### config.mk
export PLATFORM = sky130hd
export DESIGN_NAME = crs_sqrt
export DESIGN_NICKNAME = d
export VERILOG_FILES = /design/src/sv/crs_pkg.sv /design/src/sv/crs_sqrt.sv
export SDC_FILE = /design/constraint.sdc
export NUM_CORES = 2
export LEC_CHECK = 0
export BUFFER_PORTS_ARGS = -buffer_cell sky130_fd_sc_hd__buf_2
export CAP_MARGIN = 20
export CORE_MARGIN = 5
export CORE_UTILIZATION = 59
export CTS_BUF_LIST = sky130_fd_sc_hd__clkbuf_4
export DETAILED_ROUTE_END_ITERATION = 8
export HOLD_SLACK_MARGIN = 0.08
export PLACE_DENSITY = 0.79
export SLEW_MARGIN = 20
export SYNTH_ARGS = -nofsm -noshare
export SYNTH_HDL_FRONTEND = slang
export SYNTH_MEMORY_MAX_BITS = 65536
export SYNTH_SLANG_ARGS = --single-unit
export TNS_END_PERCENT = 100
### constraint.sdc
create_clock -name i_clk -period 3.27 [get_ports i_clk]
set_input_delay 0.1635 -clock i_clk [delete_from_list [all_inputs] [get_ports i_clk]]
set_output_delay 0.1635 -clock i_clk [all_outputs]
set_load 0.01 [all_outputs]
### src/sv/crs_pkg.sv
// Shared types, widths, stage timing and arithmetic helpers of the
// chordal Catmull-Rom segment unit. No dependencies.
package crs_pkg;

    localparam int COORD_W   = 32;
    localparam int FRAC_BITS = 16;
    localparam int FRAC_W    = FRAC_BITS + 1;
    localparam int WBITS     = 30;
    localparam int WGT_W     = WBITS + 1;

    localparam logic [FRAC_W-1:0] FRAC_ONE = FRAC_W'(1) << FRAC_BITS;
    localparam logic [WGT_W-1:0]  W_ONE    = WGT_W'(1) << WBITS;
    localparam int                W_HALF   = 1 << (WBITS - 1);

    localparam int MAG_W     = COORD_W;
    localparam int ROOT_W    = MAG_W + 1;
    localparam int RAD_W     = 2 * ROOT_W;
    localparam int SQ_STEPS  = ROOT_W;
    localparam int MUL_A_W   = 33;
    localparam int MUL_B_W   = 32;
    localparam int MUL_W     = MUL_A_W + MUL_B_W;
    localparam int PROD_W    = 64;
    localparam int DEN_W     = ROOT_W + 1;
    localparam int NUM_W     = 64;
    localparam int QUO_STEPS = 34;
    localparam int QUO_W     = QUO_STEPS + 1;
    localparam int TERM_W    = 34;
    localparam int SUM_W     = 40;

    localparam logic signed [SUM_W-1:0] SUM_MAX = SUM_W'((64'(1) << (COORD_W - 1)) - 64'(1));
    localparam logic signed [SUM_W-1:0] SUM_MIN = ~SUM_MAX;

    // Stage timing, counted in cycles after the accepting edge.
    localparam int SQ_LAT  = SQ_STEPS + 1;
    localparam int DIV_LAT = QUO_STEPS + 2;
    localparam int K_ABS   = 1;
    localparam int K_SQ    = 2;
    localparam int K_RAD   = 3;
    localparam int K_D     = K_RAD + SQ_LAT;
    localparam int K_DS    = K_D + 1;
    localparam int K_QR    = K_DS + DIV_LAT;
    localparam int K_W1    = K_QR + 1;
    localparam int K_W2    = K_QR + 2;
    localparam int K_W3    = K_QR + 3;
    localparam int K_W4    = K_QR + 4;
    localparam int K_W5    = K_QR + 5;
    localparam int K_W6    = K_W5 + 1;
    localparam int K_R     = K_W5 + DIV_LAT;
    localparam int K_OUT   = K_R + 1;

    typedef struct packed {
        logic signed [COORD_W-1:0] p0_x;
        logic signed [COORD_W-1:0] p0_y;
        logic signed [COORD_W-1:0] p1_x;
        logic signed [COORD_W-1:0] p1_y;
        logic signed [COORD_W-1:0] p2_x;
        logic signed [COORD_W-1:0] p2_y;
        logic signed [COORD_W-1:0] p3_x;
        logic signed [COORD_W-1:0] p3_y;
        logic [FRAC_W-1:0]         fraction;
    } t_item;

    typedef struct packed {
        logic signed [COORD_W-1:0] out_x;
        logic signed [COORD_W-1:0] out_y;
        logic                      degenerate;
    } t_result;

    typedef struct packed {
        logic             neg;
        logic [MAG_W-1:0] mag;
    } t_sm;

    // Sign and magnitude of a - b.
    function automatic t_sm diff_sm(input logic [COORD_W-1:0] a, input logic [COORD_W-1:0] b);
        logic [COORD_W:0] d;
        d = {a[COORD_W-1], a} - {b[COORD_W-1], b};
        diff_sm.neg = d[COORD_W];
        diff_sm.mag = d[COORD_W] ? MAG_W'(~d + (COORD_W+1)'(1)) : d[MAG_W-1:0];
    endfunction

    function automatic logic [MUL_W-1:0] mul_u(input logic [MUL_A_W-1:0] a,
                                               input logic [MUL_B_W-1:0] b);
        mul_u = MUL_W'(a) * MUL_W'(b);
    endfunction

    // Divide by one weight unit, rounding half away from zero on a magnitude.
    function automatic logic [MUL_W:0] rnd_w(input logic [MUL_W-1:0] v);
        rnd_w = ({1'b0, v} + (MUL_W+1)'(W_HALF)) >> WBITS;
    endfunction

endpackage

### src/sv/crs_sqrt.sv
// Pipelined integer square root, one result bit per register stage.
// Depends on crs_pkg.
module crs_sqrt (
    input  logic                         i_clk,
    input  logic [crs_pkg::RAD_W-1:0]    i_rad,
    output logic [crs_pkg::ROOT_W-1:0]   o_root
);
    import crs_pkg::*;

    logic [RAD_W-1:0]  r_rad  [SQ_STEPS+1];
    logic [ROOT_W+1:0] r_rem  [SQ_STEPS+1];
    logic [ROOT_W-1:0] r_root [SQ_STEPS+1];
    logic [ROOT_W+3:0] rem_sh [SQ_STEPS];
    logic [ROOT_W+3:0] trial  [SQ_STEPS];

    always_comb begin
        for (int g = 0; g < SQ_STEPS; g++) begin
            rem_sh[g] = {r_rem[g], r_rad[g][RAD_W-1 -: 2]};
            trial[g]  = {2'b00, r_root[g], 2'b01};
        end
    end

    always_ff @(posedge i_clk) begin
        r_rad[0]  <= i_rad;
        r_rem[0]  <= '0;
        r_root[0] <= '0;
        for (int g = 0; g < SQ_STEPS; g++) begin
            r_rad[g+1] <= r_rad[g] << 2;
            if (rem_sh[g] >= trial[g]) begin
                r_rem[g+1]  <= (ROOT_W+2)'(rem_sh[g] - trial[g]);
                r_root[g+1] <= {r_root[g][ROOT_W-2:0], 1'b1};
            end else begin
                r_rem[g+1]  <= rem_sh[g][ROOT_W+1:0];
                r_root[g+1] <= {r_root[g][ROOT_W-2:0], 1'b0};
            end
        end
    end

    assign o_root = r_root[SQ_STEPS];

endmodule

Yosys cells after proc, flatten, opt, wreduce, memory -nomap -nowiden:

Memories as Yosys holds them, arrays and structs flattened.
Index checks and enable logic that the tools add are counted.

* ROM bits: 0
* logic and storage cells: 300
* bits in latches: 0
* RAM bits: 4556
* input bits: 67
* flip-flop bits (word level): 0
* memories kept: 3

Memory list
* r_rad: words 34, width 66, read ports 33, clocked after Yosys merged registers in 0, wr ports 34, line crs_sqrt.sv:10 `logic [RAD_W-1:0] r_rad [SQ_STEPS+1];`
* r_rem: words 34, width 35, read ports 33, clocked after Yosys merged registers in 0, wr ports 34, line crs_sqrt.sv:11 `logic [ROOT_W+1:0] r_rem [SQ_STEPS+1];`
* r_root: words 34, width 33, read ports 34, clocked after Yosys merged registers in 0, wr ports 34, line crs_sqrt.sv:12 `logic [ROOT_W-1:0] r_root [SQ_STEPS+1];`

* bitwise logic cells: 66
* add/subtract/negate cells: 33
* reduce and logical (&&, ||, !) cells: 0
* multiply operators: 0
* divide/modulo/power cells: 0
* muxes and demuxes: 165
* order comparisons: 33
* eq/ne operators: 0
* shift operators: 0

Operators by type and width (number)
* $ge A37 B35 Y1: 33
* $mux W35: 33
* $sub A35 B35 Y35: 33
* $mux W33: 33
* $mux W1: 99
* $or A1 B1 Y1: 66

Depth between registers and ports, before layout:

An unclocked memory read counts as a cell.

* depth in word-level cells: 5
* depth in mapped cells: 14
* mapped depth without buffers: 13

Least setup slack after synthesis:

Ideal clock, no wire load.

* path kind: register to register
* start point: memory r_root[13][34] in the netlist's numbering
* end point: memory r_rem[14][32] in the netlist's numbering
* buffers on the path: 1
* data required time: 3.152 ns
* stages on the path, launching flop included: 13
* data arrival time: 2.971 ns
* setup time: 0.118 ns
* slack: 0.181 ns
* cell sequence: dfxtp_1 > inv_1 > ha_1 > o211ai_1 > a211oi_1 > o31ai_1 > o211a_1 > a2111oi_0 > nor2b_1 > clkbuf_1 > nor2_1 > nand4b_1 > xnor2_1

RTL lines (line)
* start, declared: crs_sqrt.sv:12
* end, declared: crs_sqrt.sv:11

==> results.cfg <==
[clocking]
cts_num_sinks = 2750
cts_buffer_depth = 4
clock_latency_ns = 1.42
htreeDepth = 6
clockRootBuffer = clkbuf_4
cts_tree = yes
cts_buffers = 666
clk_pin_slew_ns = 0.07

[placed_design]
portBuffers = 99
place.gp.congestion = 0.9310
place_inst = 12170
dpl.hpwl_um = 159300
post_dp_cell_area_um2 = 104700

[finish]
final_layout_size_suffix_gt1_frac = 0.1480
most-common-layout-cells = dfxtp_1 (2,746), clkbuf_4 (937), inv_1 (734), nand2_1 (670), ha_1 (593)
fin_nets = 11500
finalInstanceArea_um2 = 115800
seqCellArea_um2 = 55060
layout_commonest_cell = dfxtp_1
instances_no_fill = 13530
area_growth_syn_to_layout_pct = 15.54
multi_input_area_um2 = 42150
fillers = 12740
fin_util = 0.6843

[synthesis]
yosysUniqueCellTypes = 93
netlist_area_um2 = 100300
synth_nets = 10490
ys_ff_latch = 2750
synth_edf_count = 0
synthCells = 9824
synth-seq-area-share = 0.5491
synth_ff_type = dfxtp_1
synth_area_per_cell_um2 = 10.21
ys_warn_count = 0
async_flop_share = 0

[route]
drt_first_iter_violations = 4187
dr_total_vias = 72530
drc_errors = 0
first_pass_iters = 6
via_per_inst = 5.361
detail-route-antenna-nets = 0
routed_wl_um = 222600
wl_per_cell_um = 16.46

[timing]
slew_headroom = 0.5300
finalSetupTns_ns = 0
period_share = 0.9940
slew_viol_final = 0
tightest_slew_ns = 0.6985
hold_viol = 0
clock_skew_ns = 0.09057
timing.fmax_mhz = 307.7
setup_viol = 0
period_minus_slack_ns = 3.250

[status]
status = completed

[global_routing]
grt_pass1_vias = 73780
grt_overflow = 0
grt_max_degree = 57
grt_pass1_wl_um = 362500
grt_usage = 0.2441
grt_antenna_before_repair = 7

[die]
design.die.area_um2 = 178300
start_util = 0.5923
die_h_um = 422.2
die_width_um = 422.2
rows = 151
core_area_um2 = 169300
io_pins = 100

[worst_setup_path]
critPathRequiredTime_ns = 4.47
crit_chain = ha_1, o21a_1, o21a_1, o2111ai_1, a311oi_2, a21oi_1, o21a_1, or3_4, nor4_1, xor2_1
cp_slowest_stage_delay_ns = 0.44
crit_path_frequent_cell = o21a_1
critPathSlowestCell = or3_4
cp_max_fo = 9
r2r-start = r_rem[8][0]
startpoint = r_rem[8][0]
cp-end-kind = flop
worstSetupPathType = reg -> reg
arrival_ns = 4.45
cp-start-kind = flop

[power]
finalPower_uw = 83690
vdd_drop_max_uv = 536.7
p_leak_uw = 0.05522
p_per_area_nw_per_um2 = 722.5

[worst_hold_path]
hp-class = reg -> reg
hold_path_startpoint = r_rad[15][45]

[run]
maxCapViolations = 0
[power breakdown]
part           internal [µW]  switching (µW)  leakage [µW]  total [µW]
clock                  14200           12900       0.00488       27100
combinational           6390            7370        0.0273       13800
sequential             38700            4120        0.0230       42900
total                  59300           24400        0.0552       83700
[through the flow]
step	hold WS, ns	worst slack [ns]
after detailed placement	0.2671	-0.4158
after global routing	0.2884	-0.1961
final	0.2639	0.01962
after CTS	0.2493	0.00001643
after global placement	0.2654	-0.4119
after floorplan	0.1912	0.1806
[per-layer routing]
metal / vias to the layer above / global-route usage / part of all wire
li1: 36140 / - / -
met1: 33860 / 0.2832 / 0.41
met2: 1952 / 0.4345 / 0.50
met3: 573 / 0.04707 / 0.047
met4: 4 / 0.1144 / 0.040
met5: - / 0 / 0.00012
[critical path: cells and delay by family (launching register included)]
family	cells	cell delay (ns)
compound gates	6	1.38
simple gates	2	0.88
flops	1	0.36
fa+ha+maj	1	0.36
xor+xnor	1	0.13
[area by class of cell]
cell class | count | area share
sequential | 2750 | 0.4753
multi-input combinational | 6105 | 0.3639
clock buffer | 937 | 0.06073
timing repair buffer | 578 | 0.04217
tap | 2218 | 0.02396
inverter | 737 | 0.02395
clock inverter | 192 | 0.009754
antenna | 12 | 0.0002592
[worst paths after layout]
check	to	slack (ns)	cells past startpoint
worst max-delay path	r_rem[8][67]	0.02	10
worst max register to register	r_rem[8][67]	0.02	10
worst min-delay path	r_rad[16][47]	0.26	0
worst min register to register	r_rad[16][47]	0.26	0
[synthesized netlist by cell type (all sizes together), types with 54 or more instances]
cell type / number / share of area
or3: 113 / 0.0071
or4: 67 / 0.0052
inv: 736 / 0.028
nand2: 675 / 0.025
xor2: 455 / 0.040
clkbuf: 164 / 0.0061
and3: 61 / 0.0038
nand4: 115 / 0.0072
a21o: 268 / 0.020
a21oi: 575 / 0.029
xnor2: 449 / 0.039
nor2b: 83 / 0.0052
dfxtp: 2750 / 0.55
nor3: 247 / 0.013
o31ai: 55 / 0.0041
buf: 68 / 0.0042
ha: 596 / 0.074
nand3: 152 / 0.0076
nor4: 136 / 0.0089
mux2: 78 / 0.0088
nand2b: 140 / 0.0087
o21a: 110 / 0.0082
o21ai: 524 / 0.026
nor2: 582 / 0.022
a31oi: 54 / 0.0034
[logic make-up after synthesis]
family                   share of synthesized area
adder cells (fa/ha/maj)                    0.07438
AND/OR/NAND/NOR                             0.1273
multiplexers                               0.01056
buffers and inverters                      0.03791
XOR/XNOR                                   0.07897
other                                   0.00003740
flip-flops                                  0.5491
AO/OA/AOI/OAI                               0.1217
[state kept, by name, indices dropped and copies added, names as in the netlist]
| register | cells |
|---|---|
| r_rem | 1067 |
| r_rad | 1122 |
| r_root | 561 |
[timing repair]
item | in CTS | in global routing
endpoints found under the setup margin | 127 | 384
hold endpoints to repair | 66 | 0
setup buffers | 0 | 18
hold buffers | 198 | 0
cloned | 0 | 2
pin swaps | 0 | 21
resized for setup | 22 | 143
(Power assumes the default switching activity.)
